File: src/rtl/lad_pkg.sv
`timescale 1ns / 1ps
// ----------------------------------------------------------------------------
// lad_pkg
// Shared types and constants for the linear array deque unit.
// ----------------------------------------------------------------------------
package lad_pkg;

    localparam int DEPTH_DEF      = 8;
    localparam int DATA_WIDTH_DEF = 32;
    localparam int FIELD_W        = 32;

    typedef enum logic [1:0] {
        CMD_PUSH_REAR  = 2'd0,
        CMD_PUSH_FRONT = 2'd1,
        CMD_POP_REAR   = 2'd2,
        CMD_POP_FRONT  = 2'd3
    } cmd_e_t;

    typedef enum logic [2:0] {
        ST_OK        = 3'd0,
        ST_FULL      = 3'd1,
        ST_REAR_END  = 3'd2,
        ST_FRONT_END = 3'd3,
        ST_EMPTY     = 3'd4
    } status_e_t;

    typedef struct packed {
        cmd_e_t                    command;
        logic signed [FIELD_W-1:0] push_value;
    } in_item_t;

    typedef struct packed {
        logic [2:0]                status;
        logic signed [FIELD_W-1:0] pop_value;
    } out_item_t;

    typedef enum logic {
        S_IDLE = 1'b0,
        S_EXEC = 1'b1
    } state_t;

    // controller to datapath
    typedef struct packed {
        logic load;
        logic commit;
    } ctl_cmd_t;

    // datapath to controller
    typedef struct packed {
        logic out_stall;
    } dp_stat_t;

endpackage

File: src/rtl/lad_ctrl.sv
`timescale 1ns / 1ps
// ----------------------------------------------------------------------------
// lad_ctrl
// Sequencer: takes one transaction, then commits it once the result
// register is free.
// ----------------------------------------------------------------------------
module lad_ctrl
    import lad_pkg::*;
(
    input  logic     aclk,
    input  logic     aresetn,
    input  logic     s_valid,
    output logic     s_ready,
    input  dp_stat_t stat,
    output ctl_cmd_t ctl
);

    state_t state_reg;
    state_t state_next;

    always_ff @(posedge aclk) begin
        if (!aresetn) begin
            state_reg <= S_IDLE;
        end else begin
            state_reg <= state_next;
        end
    end

    always_comb begin
        state_next = state_reg;
        unique case (state_reg)
            S_IDLE: begin
                if (s_valid) begin
                    state_next = S_EXEC;
                end
            end
            S_EXEC: begin
                if (!stat.out_stall) begin
                    state_next = S_IDLE;
                end
            end
            default: state_next = S_IDLE;
        endcase
    end

    always_comb begin
        s_ready    = 1'b0;
        ctl.load   = 1'b0;
        ctl.commit = 1'b0;
        unique case (state_reg)
            S_IDLE: begin
                s_ready  = 1'b1;
                ctl.load = s_valid;
            end
            S_EXEC: begin
                ctl.commit = !stat.out_stall;
            end
            default: begin
                s_ready = 1'b0;
            end
        endcase
    end

endmodule

File: src/rtl/lad_datapath.sv
`timescale 1ns / 1ps
// ----------------------------------------------------------------------------
// lad_datapath
// Slot memory, head and tail pointers, empty flag and result register.
// ----------------------------------------------------------------------------
module lad_datapath
    import lad_pkg::*;
#(
    parameter int DEPTH      = DEPTH_DEF,
    parameter int DATA_WIDTH = DATA_WIDTH_DEF
) (
    input  logic      aclk,
    input  logic      aresetn,
    input  ctl_cmd_t  ctl,
    output dp_stat_t  stat,
    input  in_item_t  s_data,
    output logic      m_valid,
    input  logic      m_ready,
    output out_item_t m_data
);

    localparam int IDX_W = $clog2(DEPTH);
    localparam logic [IDX_W-1:0] LAST_IDX = IDX_W'(DEPTH - 1);
    localparam logic [IDX_W-1:0] ZERO_IDX = '0;

    logic [DATA_WIDTH-1:0] mem [DEPTH];

    logic [IDX_W-1:0]      head_reg, head_next;
    logic [IDX_W-1:0]      tail_reg, tail_next;
    logic                  empty_reg, empty_next;
    cmd_e_t                cmd_reg;
    logic [DATA_WIDTH-1:0] wval_reg;
    logic [DATA_WIDTH-1:0] rd_data_reg;

    logic                  m_valid_reg;
    out_item_t             m_data_reg;

    logic                  wr_en;
    logic [IDX_W-1:0]      wr_addr;
    logic [IDX_W-1:0]      rd_addr;
    logic [2:0]            status;
    logic                  popped;
    logic                  full;
    logic [63:0]           push_ext;
    logic [63:0]           rd_ext;

    assign push_ext = {32'b0, s_data.push_value};
    assign rd_ext   = 64'(rd_data_reg);
    assign rd_addr  = (s_data.command == CMD_POP_REAR) ? tail_reg : head_reg;
    assign full     = !empty_reg && (head_reg == ZERO_IDX) && (tail_reg == LAST_IDX);

    // operand capture and slot read at accept
    always_ff @(posedge aclk) begin
        if (ctl.load) begin
            cmd_reg     <= s_data.command;
            wval_reg    <= push_ext[DATA_WIDTH-1:0];
            rd_data_reg <= mem[rd_addr];
        end
        if (wr_en) begin
            mem[wr_addr] <= wval_reg;
        end
    end

    always_comb begin
        head_next  = head_reg;
        tail_next  = tail_reg;
        empty_next = empty_reg;
        wr_en      = 1'b0;
        wr_addr    = ZERO_IDX;
        status     = ST_OK;
        popped     = 1'b0;
        if (cmd_reg == CMD_PUSH_REAR || cmd_reg == CMD_PUSH_FRONT) begin
            priority if (full) begin
                status = ST_FULL;
            end else if (empty_reg) begin
                head_next  = ZERO_IDX;
                tail_next  = ZERO_IDX;
                empty_next = 1'b0;
                wr_en      = 1'b1;
                wr_addr    = ZERO_IDX;
            end else if (cmd_reg == CMD_PUSH_REAR) begin
                if (tail_reg == LAST_IDX) begin
                    status = ST_REAR_END;
                end else begin
                    tail_next = tail_reg + 1'b1;
                    wr_en     = 1'b1;
                    wr_addr   = tail_reg + 1'b1;
                end
            end else begin
                if (head_reg == ZERO_IDX) begin
                    status = ST_FRONT_END;
                end else begin
                    head_next = head_reg - 1'b1;
                    wr_en     = 1'b1;
                    wr_addr   = head_reg - 1'b1;
                end
            end
        end else begin
            priority if (empty_reg) begin
                status = ST_EMPTY;
            end else if (head_reg == tail_reg) begin
                popped     = 1'b1;
                head_next  = ZERO_IDX;
                tail_next  = ZERO_IDX;
                empty_next = 1'b1;
            end else if (cmd_reg == CMD_POP_REAR) begin
                popped    = 1'b1;
                tail_next = tail_reg - 1'b1;
            end else begin
                popped    = 1'b1;
                head_next = head_reg + 1'b1;
            end
        end
        if (!ctl.commit) begin
            wr_en = 1'b0;
        end
    end

    always_ff @(posedge aclk) begin
        if (!aresetn) begin
            head_reg    <= ZERO_IDX;
            tail_reg    <= ZERO_IDX;
            empty_reg   <= 1'b1;
            m_valid_reg <= 1'b0;
        end else begin
            if (ctl.commit) begin
                head_reg    <= head_next;
                tail_reg    <= tail_next;
                empty_reg   <= empty_next;
                m_valid_reg <= 1'b1;
            end else if (m_ready) begin
                m_valid_reg <= 1'b0;
            end
        end
    end

    always_ff @(posedge aclk) begin
        if (ctl.commit) begin
            m_data_reg.status    <= status;
            m_data_reg.pop_value <= popped ? $signed(rd_ext[31:0]) : '0;
        end
    end

    assign stat.out_stall = m_valid_reg && !m_ready;
    assign m_valid        = m_valid_reg;
    assign m_data         = m_data_reg;

endmodule

File: src/rtl/linear_array_deque_unit.sv
`timescale 1ns / 1ps
// ----------------------------------------------------------------------------
// linear_array_deque_unit
// Non-circular double-ended queue over a fixed slot array: push or pop at
// either end, one status and popped value returned per command.
// ----------------------------------------------------------------------------
//
//  channel | ports                    | carries
//  --------+--------------------------+------------------------------------
//  s_      | s_valid s_ready s_data   | command, push_value
//  m_      | m_valid m_ready m_data   | status, pop_value
//
//  each transaction is an accept (slot read issued into the
//  registered memory output), then a commit (pointers, slot write, result)
//  s_ready is high only while no command is in flight
//  the result register lets a new transaction in while a result waits
//  a stalled result register holds the commit cycle until m_ready
//  synchronous active-low reset clears the sequencer state, result valid,
//  pointers and the empty flag; the slot memory is not cleared and needs
//  no clearing pass
//
module linear_array_deque_unit
    import lad_pkg::*;
#(
    parameter int DEPTH      = DEPTH_DEF,
    parameter int DATA_WIDTH = DATA_WIDTH_DEF
) (
    input  logic      aclk,
    input  logic      aresetn,
    input  logic      s_valid,
    output logic      s_ready,
    input  in_item_t  s_data,
    output logic      m_valid,
    input  logic      m_ready,
    output out_item_t m_data
);

    ctl_cmd_t ctl;
    dp_stat_t stat;

    // sequencer
    lad_ctrl u_ctrl (
        .aclk    (aclk),
        .aresetn (aresetn),
        .s_valid (s_valid),
        .s_ready (s_ready),
        .stat    (stat),
        .ctl     (ctl)
    );

    // slot memory, pointers and result register
    lad_datapath #(
        .DEPTH      (DEPTH),
        .DATA_WIDTH (DATA_WIDTH)
    ) u_datapath (
        .aclk    (aclk),
        .aresetn (aresetn),
        .ctl     (ctl),
        .stat    (stat),
        .s_data  (s_data),
        .m_valid (m_valid),
        .m_ready (m_ready),
        .m_data  (m_data)
    );

endmodule

File: config.mk
export PLATFORM = sky130hd
export DESIGN_NAME = linear_array_deque_unit
export DESIGN_NICKNAME = d
export VERILOG_FILES = /design/src/rtl/lad_pkg.sv /design/src/rtl/lad_ctrl.sv /design/src/rtl/lad_datapath.sv /design/src/rtl/linear_array_deque_unit.sv
export SDC_FILE = /design/constraint.sdc
export NUM_CORES = 1
export LEC_CHECK = 0
export BUFFER_PORTS_ARGS = -buffer_cell sky130_fd_sc_hd__buf_4
export CAP_MARGIN = 20
export CORE_MARGIN = 3
export CORE_UTILIZATION = 24
export CTS_BUF_LIST = sky130_fd_sc_hd__clkbuf_8 sky130_fd_sc_hd__clkbuf_16
export DETAILED_ROUTE_END_ITERATION = 8
export HOLD_SLACK_MARGIN = 0.06
export SKIP_LAST_GASP = 1
export SLEW_MARGIN = 30
export SYNTH_ARGS = -nofsm -noshare
export SYNTH_HDL_FRONTEND = slang
export SYNTH_SLANG_ARGS = --single-unit
File: constraint.sdc
create_clock -name aclk -period 4.3 [get_ports aclk]
set_input_delay 1.075 -clock aclk [delete_from_list [all_inputs] [get_ports aclk]]
set_output_delay 1.075 -clock aclk [all_outputs]
set_load 0.02 [all_outputs]
==> impl_metrics.toml, run 1 <==
[drt]
drt_iter0_drc = 543
remaining_drc_errors = 0
drtPass1Iterations = 4
via_count = 6259
routed_wl_microns = 28260
ant_nets = 0
avgRoutedWirePerCell_microns = 18.52
via_per_inst = 4.102

[die]
fp.dieH_microns = 247.8
core_sq_um = 57810
ios = 75
die_w_microns = 247.8
start_util_pct = 24.28
die-area_sq_um = 61430
rows = 88

[logic_synthesis]
synth_edf_count = 357
synth_area_sq_um = 14040
yosysTopAreaCellShare_pct = 76.37
ys_seq_elements = 366
yosysWarnings = 0
ys_seq_area_share_pct = 77.65
ys_types = 42
synth_ff_type = "edfxtp_1"
synth-async-reset-ratio_pct = 0
synth.net_count = 675
avgSynthCellArea_sq_um = 22.25
synthCells = 631
synth_common_cells = "edfxtp_1, mux4_1, mux2_2, and2_1, nor2_1"
yosysTopAreaCell = "edfxtp_1"
yosys-top-cells-area = "edfxtp_1, mux4_1, mux2_2"
synth_most_common_cell = "edfxtp_1"

[clocking]
clkSlewWorstSetupHoldPaths_ns = 0.06
clockBufferDepth = 3
htreeDepth = 2
cts_hold_buf = 0
cts_sinks = 366
cts_resized = 0
cts_made_buffers = 36
postCtsSetupBuffers = 0
clock_latency_ns = 0.54
clock-root-buffer = "clkbuf_16"
cts_tree = "built"

[final_layout]
area_delta_synth_final_pct = 19.23
largest_register_ff_count = 256
final_nets = 780
diodes = 0
drive_above_1_share_pct = 26.41

[pwr]
peakVddDrop_v = 0.0002722
seqPwrFrac_pct = 55.0
p_sw_share_pct = 20.91
p_comb_share_pct = 4.6
clkPwrFrac_pct = 40.4
internal-power_uw = 5870
power_density_nw_per_um2 = 443.5
p_sw_uw = 1552
power.static_leakage_uw = 0.005726

[global_routing]
grt_pass1_wl_microns = 42070
grtUsageTotal_pct = 9.241
grt_pass1_vias = 6500
antenna_found_initial = 1
grt-ovfl-total = 0
grt_max_degree = 65

[worst_hold_path]
min_path_cells = 1
hold_path_end = "u_datapath.m_data[31]$_SDFFCE_PN0P_"
hp-class = "flop to flop"
min_from = "u_datapath.rd_data_reg[31]$_DFFE_PP_"

[worst_setup_path]
r2r-start = "u_datapath.cmd_reg[1]$_DFFE_PP_"
required_ns = 4.51
reg2regPathDepth = 6
crit_arrival_ns = 3.32
reg2reg_to = "u_datapath.mem[3][27]$_DFFE_PP_"
cp_max_fo = 14
setup.worst_path.start_class = "flop"
crit_type = "flop to flop"
crit_start = "u_datapath.cmd_reg[1]$_DFFE_PP_"
cp-end-kind = "flop"
r2r_slack_ns = 1.20

[timing]
fmax_mhz = 322.2
worst_slew_pin_slew_ns = 0.8754
rsz0062_at_grt = "false"
setup_violations = 0
worst_slack_ns = 1.196
slew_viol_final = 0
period_needed_ns = 3.104
finalHoldViolCount = 0
period_share_pct = 72.18
slew-limit-headroom_pct = 41.52
clock_skew_ns = 0.01755
setup_tns_ns = 0

[placed_design]
dp_slack_ns = 0.8816
hpwl_microns = 15790
portBuffers = 74
place_congestion = 0.7551

[outcome]
status = "finished clean"

[flow_run]
drv_cap = 0
==> cells by family (layout without fill, tap and decap cells) <==
| kind of cell | after synthesis | count (layout) | share of synthesized area, % |
|---|---|---|---|
| XOR/XNOR | 3 | 3 | 0.1872 |
| AND/OR/NAND/NOR | 91 | 91 | 3.583 |
| adder cells (fa/ha/maj) | 6 | 6 | 0.5348 |
| buffers and inverters | 31 | 161 | 1.711 |
| AO/OA/AOI/OAI | 32 | 32 | 1.613 |
| flip-flops | 366 | 366 | 77.65 |
| multiplexers | 102 | 102 | 14.72 |
==> cell type report <==
class / count / area [sq um]
Multi-Input combinational cell: 234 / 2999
Clock inverter: 26 / 197.7
Timing Repair Buffer: 90 / 725.7
Fill cell: 5622 / 41070
Sequential cell: 366 / 10900
Inverter: 8 / 30.03
Tap cell: 765 / 957.2
Clock buffer: 37 / 925.9
==> worst max-delay path by stage <==
stage                                                 to  slack [ns]  depth (start not counted)
floorplan                 u_datapath.mem[1][0]$_DFFE_PP_        0.79                          5
global placement    u_datapath.rd_data_reg[11]$_DFFE_PP_        0.90                          7
detailed placement  u_datapath.rd_data_reg[23]$_DFFE_PP_        0.88                          7
CTS                      u_datapath.mem[3][22]$_DFFE_PP_        1.19                          6
global route             u_datapath.mem[3][27]$_DFFE_PP_        0.99                          6
finish                   u_datapath.mem[3][27]$_DFFE_PP_        1.20                          6
==> per-layer routing <==
metal	global-route usage [%]	routed length (microns)	share of wire, %
met1	12.30	12480	44
met2	15.42	13870	49
met3	1.923	1430	5.1
met4	2.352	475	1.7
met5	0	0	0
==> layout by cell type, fill, tap and decap left out, types with 3 or more instances in the layout <==
cell type,count
nor4b_1,3
and2_1,32
dfxtp_1,9
clkbuf_16,37
xor2_1,3
ha_1,6
nand2_1,15
clkinv_1,6
buf_4,86
nor2b_4,3
nor2_4,9
edfxtp_1,357
mux2_2,33
inv_1,15
a21oi_1,4
buf_12,4
clkinv_2,5
mux2i_1,4
o21ai_0,9
o31ai_1,3
mux4_1,54
nor3_1,3
nor2_1,11
a21boi_0,4
nand2b_1,4
mux4_2,10
==> power groups by stage <==
stage | Sequential, uW | Clock, uW | Combinational (uW)
floorplan | 4150 | 0 | 196
global placement | 4160 | 0 | 346
detailed placement | 4160 | 0 | 351
CTS | 4080 | 3100 | 352
global route | 4090 | 3240 | 373
finish | 4080 | 3000 | 341
==> worst max-delay path, stage by stage, from the launching register on <==
cell and delay, ns:
edfxtp_1 0.59, nor2_1 0.41, mux2i_1 0.33, nor4b_1 0.40
nand2_1 0.23, nor2_4 0.47, buf_4 0.35
==> per-stage QoR <==
stage	std cells	hold WS, ns	area (sq um)	util (%)	power [uW]
after detailed placement	1463	0.5042	15610	27.01	4512
after global placement	1463	0.5134	15610	27.01	4502
after floorplan	631	0.4967	14040	-	4350
final	1526	0.5152	16740	28.95	7423
after global routing	1526	0.5263	16740	28.95	7702
after CTS	1526	0.5178	16740	28.95	7533
Note: power is estimated with default switching activity, not from simulation.
==> run 2: changes to the inputs <==
- clock period: 4.3 -> 2.9 ns (I/O delays scaled with it)
==> impl_metrics.toml, run 2 (synthesized netlist as in run 1, its figures left out) <==
[flow_run]
drv_cap = 0

[pwr]
fin_total_pwr_uw = 11210
power.static_leakage_uw = 0.005879
p_sw_share_pct = 20.82
clkPwrFrac_pct = 41.3
internal-power_uw = 8875
seqPwrFrac_pct = 54.0
p_sw_uw = 2333
p_comb_share_pct = 4.7
power_density_nw_per_um2 = 655.6
peakVddDrop_v = 0.0003619

[final_layout]
diodes = 0
drive_above_1_share_pct = 28.37
largest_register_ff_count = 256
final_common_cell = "edfxtp_1"
final_cell_mix = "edfxtp_1, buf_4, mux4_1, clkbuf_16, mux2_2"
final_nets = 796
final_util_pct = 29.58
area_delta_synth_final_pct = 21.79

[timing]
rsz0062_at_grt = "false"
finalHoldViolCount = 0
worst_slack_ns = 0.2727
slew_viol_final = 0
period_share_pct = 90.60
worst_slew_pin_slew_ns = 0.6737
clock_skew_ns = 0.01627
setup_violations = 0
period_needed_ns = 2.627
fmax_mhz = 380.6
slew-limit-headroom_pct = 54.71

[outcome]
status = "finished clean"

[clocking]
clock_latency_ns = 0.53
postCtsSetupBuffers = 0
clkSlewWorstSetupHoldPaths_ns = 0.06
cts_sinks = 366
cts_tree = "built"
htreeDepth = 2
cts_made_buffers = 37
clockBufferDepth = 3
clock-root-buffer = "clkbuf_16"

[global_routing]
antenna_found_initial = 0
grt_util_met1_pct = 12.54
grt_pass1_wl_microns = 42450
grt_max_degree = 34
use_met3_pct = 2.107
gr-usage-met2_pct = 15.30
grt_busiest_layer = "met2"
grt-ovfl-total = 0
grtUsageTotal_pct = 9.337
grt_pass1_vias = 6488

[worst_setup_path]
crit_type = "flop to flop"
crit_arrival_ns = 2.83
r2r_slack_ns = 0.27
cp_max_fo = 32
setup.worst_path.start_class = "flop"
required_ns = 3.11
cp-end-kind = "flop"

[drt]
remaining_drc_errors = 0
ant_nets = 0
routed_wl_microns = 28500
drtPass1Iterations = 5
avgRoutedWirePerCell_microns = 18.46
via_per_inst = 4.100
via_count = 6330
drt_iter0_drc = 459

[placed_design]
hpwl_microns = 16670
portBuffers = 74
place_congestion = 0.7678
dp_slack_ns = 0.03766

[die]
die_w_microns = 247.8
fp.dieH_microns = 247.8
core_sq_um = 57810
die-area_sq_um = 61430
rows = 88
ios = 75
start_util_pct = 24.28

[worst_hold_path]
hp-class = "input port to flop"
-- run 2: changes by cell type in the layout (fill, tap and decap cells not counted) --
cell,previous run,this run
clkinv_1,6,5
clkinv_2,5,7
clkbuf_16,37,38
clkinv_8,0,1
clkinv_4,1,0
inv_1,15,14
inv_16,2,1
clkinvlp_4,1,3
o21ai_1,0,1
buf_12,4,19
bufinv_16,2,3
o21ai_0,9,8
-- run 2: stage by stage --
stage,instance area (sq um),TNS [ns],hold slack (ns),cells
detailed placement,15910,0,0.5040,1478
global route,17100,0,0.3416,1544
floorplan,14040,-88.31,0.4967,631
CTS,17100,0,0.3351,1544
global placement,15910,0,0.5107,1478
finish,17100,0,0.3663,1544
-- run 2: final timing paths --
check / startpoint / to / cells past startpoint
setup / recovery: u_datapath.tail_reg[0]$_SDFFE_PN0P_ / u_datapath.mem[7][4]$_DFFE_PP_ / 8
setup reg to reg: u_datapath.tail_reg[0]$_SDFFE_PN0P_ / u_datapath.mem[7][4]$_DFFE_PP_ / 8
hold reg to reg: u_datapath.rd_data_reg[10]$_DFFE_PP_ / u_datapath.m_data[10]$_SDFFCE_PN0P_ / 1
hold / removal: s_data[2] / u_datapath.wval_reg[2]$_DFFE_PP_ / 1
-- run 2: power groups by stage --
stage	Sequential, uW	Combinational [uW]	Clock (uW)
6_report	6050	532	4630
3_5_place_dp	6170	547	0
4_1_cts	6050	550	4770
2_1_floorplan	6160	291	0
3_3_place_gp	6160	541	0
5_1_grt	6070	583	5010
-- run 2: layout make-up --
| cell class | count | area (sq um) |
|---|---|---|
| fillers | 5603 | 40710 |
| flip-flops and latches | 366 | 10900 |
| multi-input cells | 234 | 2999 |
| repair buffers | 105 | 1026 |
| well taps | 765 | 957.2 |
| clock buffers | 38 | 950.9 |
| clock inverters | 28 | 232.7 |
| inverters | 8 | 30.03 |
-- run 2: routing by layer --
layer	vias up	share of wire (%)
met5	-	0
met4	0	1.8
met3	41	4.8
met2	131	48
met1	3292	45
li1	2866	-
-- run 2: timing repair --
action                     in CTS  in global routing
hold buffers                    0                  0
resized for setup               0                  1
setup endpoints to repair       0                 61
-- run 2: critical path, cell delays in order, from the launching register on --
cell and delay, ns:
dfxtp_1 0.41, ha_1 0.25, ha_1 0.26, nand3b_1 0.18
o2111ai_1 0.15, nor4b_1 0.38, nand2_1 0.23, nor2_4 0.16
buf_12 0.26
==> run 3: changes to the inputs <==
- SYNTH_HIERARCHICAL: not set -> 1
- clock period: 2.9 -> 2.3 ns (I/O delays scaled with it)
==> impl_metrics.toml, run 3 <==
[outcome]
status = "finished, violations left"
violations = "negative setup slack"

[drt]
routed_wl_microns = 32060
drtPass1Iterations = 4
via_count = 6839
via_per_inst = 4.198
remaining_drc_errors = 0
drt_iter0_drc = 671
avgRoutedWirePerCell_microns = 19.68
ant_nets = 0

[global_routing]
grtUsageTotal_pct = 10.14
grt_pass1_vias = 7072
use_met3_pct = 2.271
grt-ovfl-total = 0
grt_max_degree = 27
grt_pass1_wl_microns = 45970
grt_busiest_layer = "met2"
gr-usage-met2_pct = 16.56
grt_util_met1_pct = 13.76
antenna_found_initial = 2

[placed_design]
hpwl_microns = 18710
place_congestion = 0.8234
placed_cells = 1528
dp_slack_ns = -0.2649
place_area_sq_um = 16420
portBuffers = 74

[worst_setup_path]
cp_max_fo = 6
crit_arrival_ns = 2.59
setup.worst_path.start_class = "flop"
path_buf_inv = 3
cpMostUsedCell = "ha_4"
cpLargestDelayFamily = "buffers and inverters"
cp_cell_sequence = "ha_4 -> ha_4 -> nor2_4 -> o2bb2ai_4 -> o21a_4 -> buf_12 -> nor4_4 -> buf_6 -> clkbuf_16"
max_stage_delay_ns = 0.36
cpMaxStageDelayCell = "dfxtp_4"
required_ns = 2.57
crit_type = "flop to flop"
cp-end-kind = "flop"

[timing]
slew-limit-headroom_pct = 61.23
period_needed_ns = 2.328
rsz0062_at_grt = "true"
period_share_pct = 101.2
fmax_mhz = 429.5
clock_skew_ns = 0.01825
slew_viol_final = 0
setup_violations = 63
worst_slew_pin_slew_ns = 0.5763
finalHoldViolCount = 0
worst_slack_ns = -0.02811

[flow_run]
drv_cap = 0

[logic_synthesis]
yosysTopAreaCell = "edfxtp_1"
synthCells = 637
synth_area_sq_um = 14070
ys_types = 47
yosysWarnings = 6
ys_seq_elements = 366
synth_edf_count = 357
ys_seq_area_share_pct = 77.47
synth_ff_type = "edfxtp_1"
synth_most_common_cell = "edfxtp_1"
yosysTopAreaCellShare_pct = 76.19
avgSynthCellArea_sq_um = 22.09
synth.net_count = 681
synth-async-reset-ratio_pct = 0
synth_common_cells = "edfxtp_1, mux4_1, and2_1, mux2_2"
yosys-top-cells-area = "edfxtp_1, mux4_1, mux2_2"

[die]
core_sq_um = 57810
die-area_sq_um = 61570
rows = 88
fp.dieH_microns = 248.1
start_util_pct = 24.34
die_w_microns = 248.1
ios = 75

[final_layout]
largest_register_ff_count = 256
final_cell_mix = "edfxtp_1, buf_4, mux4_1, clkbuf_16, and2_1"
postLayoutCellArea_sq_um = 18490
area_delta_synth_final_pct = 31.39
seq_area_sq_um = 10910
final_common_cell = "edfxtp_1"
drive_above_1_share_pct = 37.27
n_fill_cell = 5465
final_nets = 877
diodes = 0
final_cell_count_no_fill = 1629
multi_input_area_sq_um = 3267

[clocking]
cts_hold_buf = 0
cts_sinks = 366
clock_latency_ns = 0.55
htreeDepth = 2
cts_made_buffers = 39
clockBufferDepth = 3
clock-root-buffer = "clkbuf_16"
cts_tree = "built"
clkSlewWorstSetupHoldPaths_ns = 0.06

[pwr]
p_sw_uw = 3021
p_comb_share_pct = 4.4
power_density_nw_per_um2 = 794.0
peakVddDrop_v = 0.0004900
p_sw_share_pct = 20.58
power.static_leakage_uw = 0.006468
seqPwrFrac_pct = 51.7
fin_total_pwr_uw = 14680
internal-power_uw = 11660
clkPwrFrac_pct = 44.0

[worst_hold_path]
hp-class = "input port to flop"
[run 3: cell types whose count changed in the layout (fill, tap and decap cells not counted), moves of 6 or more]
cell	delta
clkbuf_16	+10
buf_12	+7
nor2_4	-6
buf_6	+21
buf_4	+36
o21ai_0	-6
nand2_1	-13
[run 3: worst register-to-register path: stages (launching register included)]
cell       delay (ns)
dfxtp_4          0.36
ha_4             0.16
ha_4             0.22
nor2_4           0.15
o2bb2ai_4        0.09
o21a_4           0.24
buf_12           0.13
nor4_4           0.33
buf_6            0.21
clkbuf_16        0.17
[run 3: cell type report]
class	instances	share of cell area (%)
clock buffers	40	5.414
clock inverters	32	1.773
inverters	11	0.2369
multi-input cells	233	17.67
flip-flops and latches	366	58.99
well taps	765	5.177
repair buffers	182	10.74
[run 3: cells by family (layout without fill, tap and decap cells)]
group           Yosys count  in the layout  synth area share, %
flops                   366            366                77.47
mux                     103            103                14.82
simple gates             82             82                3.477
buf+inv                  38            265                1.449
compound gates           36             36                1.876
fa+ha+maj                 6              6               0.5335
xor+xnor                  6              6               0.3735
[run 3: through the flow]
step | hold WS, ns | utilization (%) | TNS, ns
after floorplan | 0.4967 | - | -227.75
after global placement | 0.5075 | 28.41 | -31.58
after detailed placement | 0.5032 | 28.41 | -35.17
after CTS | 0.1629 | 31.13 | -0.2993
after global routing | 0.1671 | 31.98 | -13.88
final | 0.1968 | 31.98 | -0.7197
[run 3: power groups by stage]
| stage | clock network (uW) | registers [uW] | logic, uW |
|---|---|---|---|
| 2_1_floorplan | 0 | 7710 | 298 |
| 6_report | 6450 | 7580 | 642 |
| 5_1_grt | 6920 | 7600 | 693 |
| 4_1_cts | 6650 | 7590 | 636 |
| 3_3_place_gp | 0 | 7720 | 608 |
| 3_5_place_dp | 0 | 7730 | 616 |
[run 3: per-layer routing]
layer	routed length (microns)	part of all wire, %	up-vias
met2	15570	49	156
li1	-	-	3076
met5	0	0	-
met4	527	1.6	0
met1	14410	45	3569
met3	1557	4.9	38
[run 3: path summary, 6_finish.rpt]
path,start,to,slack [ns],cells after the start
setup / recovery,u_datapath/tail_reg[0]$_SDFFE_PN0P_,u_datapath/mem[0][29]$_DFFE_PP_,-0.03,9
hold / removal,s_data[2],u_datapath/wval_reg[2]$_DFFE_PP_,0.20,1
setup reg to reg,u_datapath/tail_reg[0]$_SDFFE_PN0P_,u_datapath/mem[0][29]$_DFFE_PP_,-0.03,9
hold reg to reg,u_datapath/rd_data_reg[30]$_DFFE_PP_,u_datapath/m_data[30]$_SDFFCE_PN0P_,0.52,1
[run 3: what timing repair did]
item,in CTS,in global routing
gates resized for setup,31,48
pin swaps,6,5
setup endpoints to repair,256,255
setup buffers,8,8
cloned,5,9
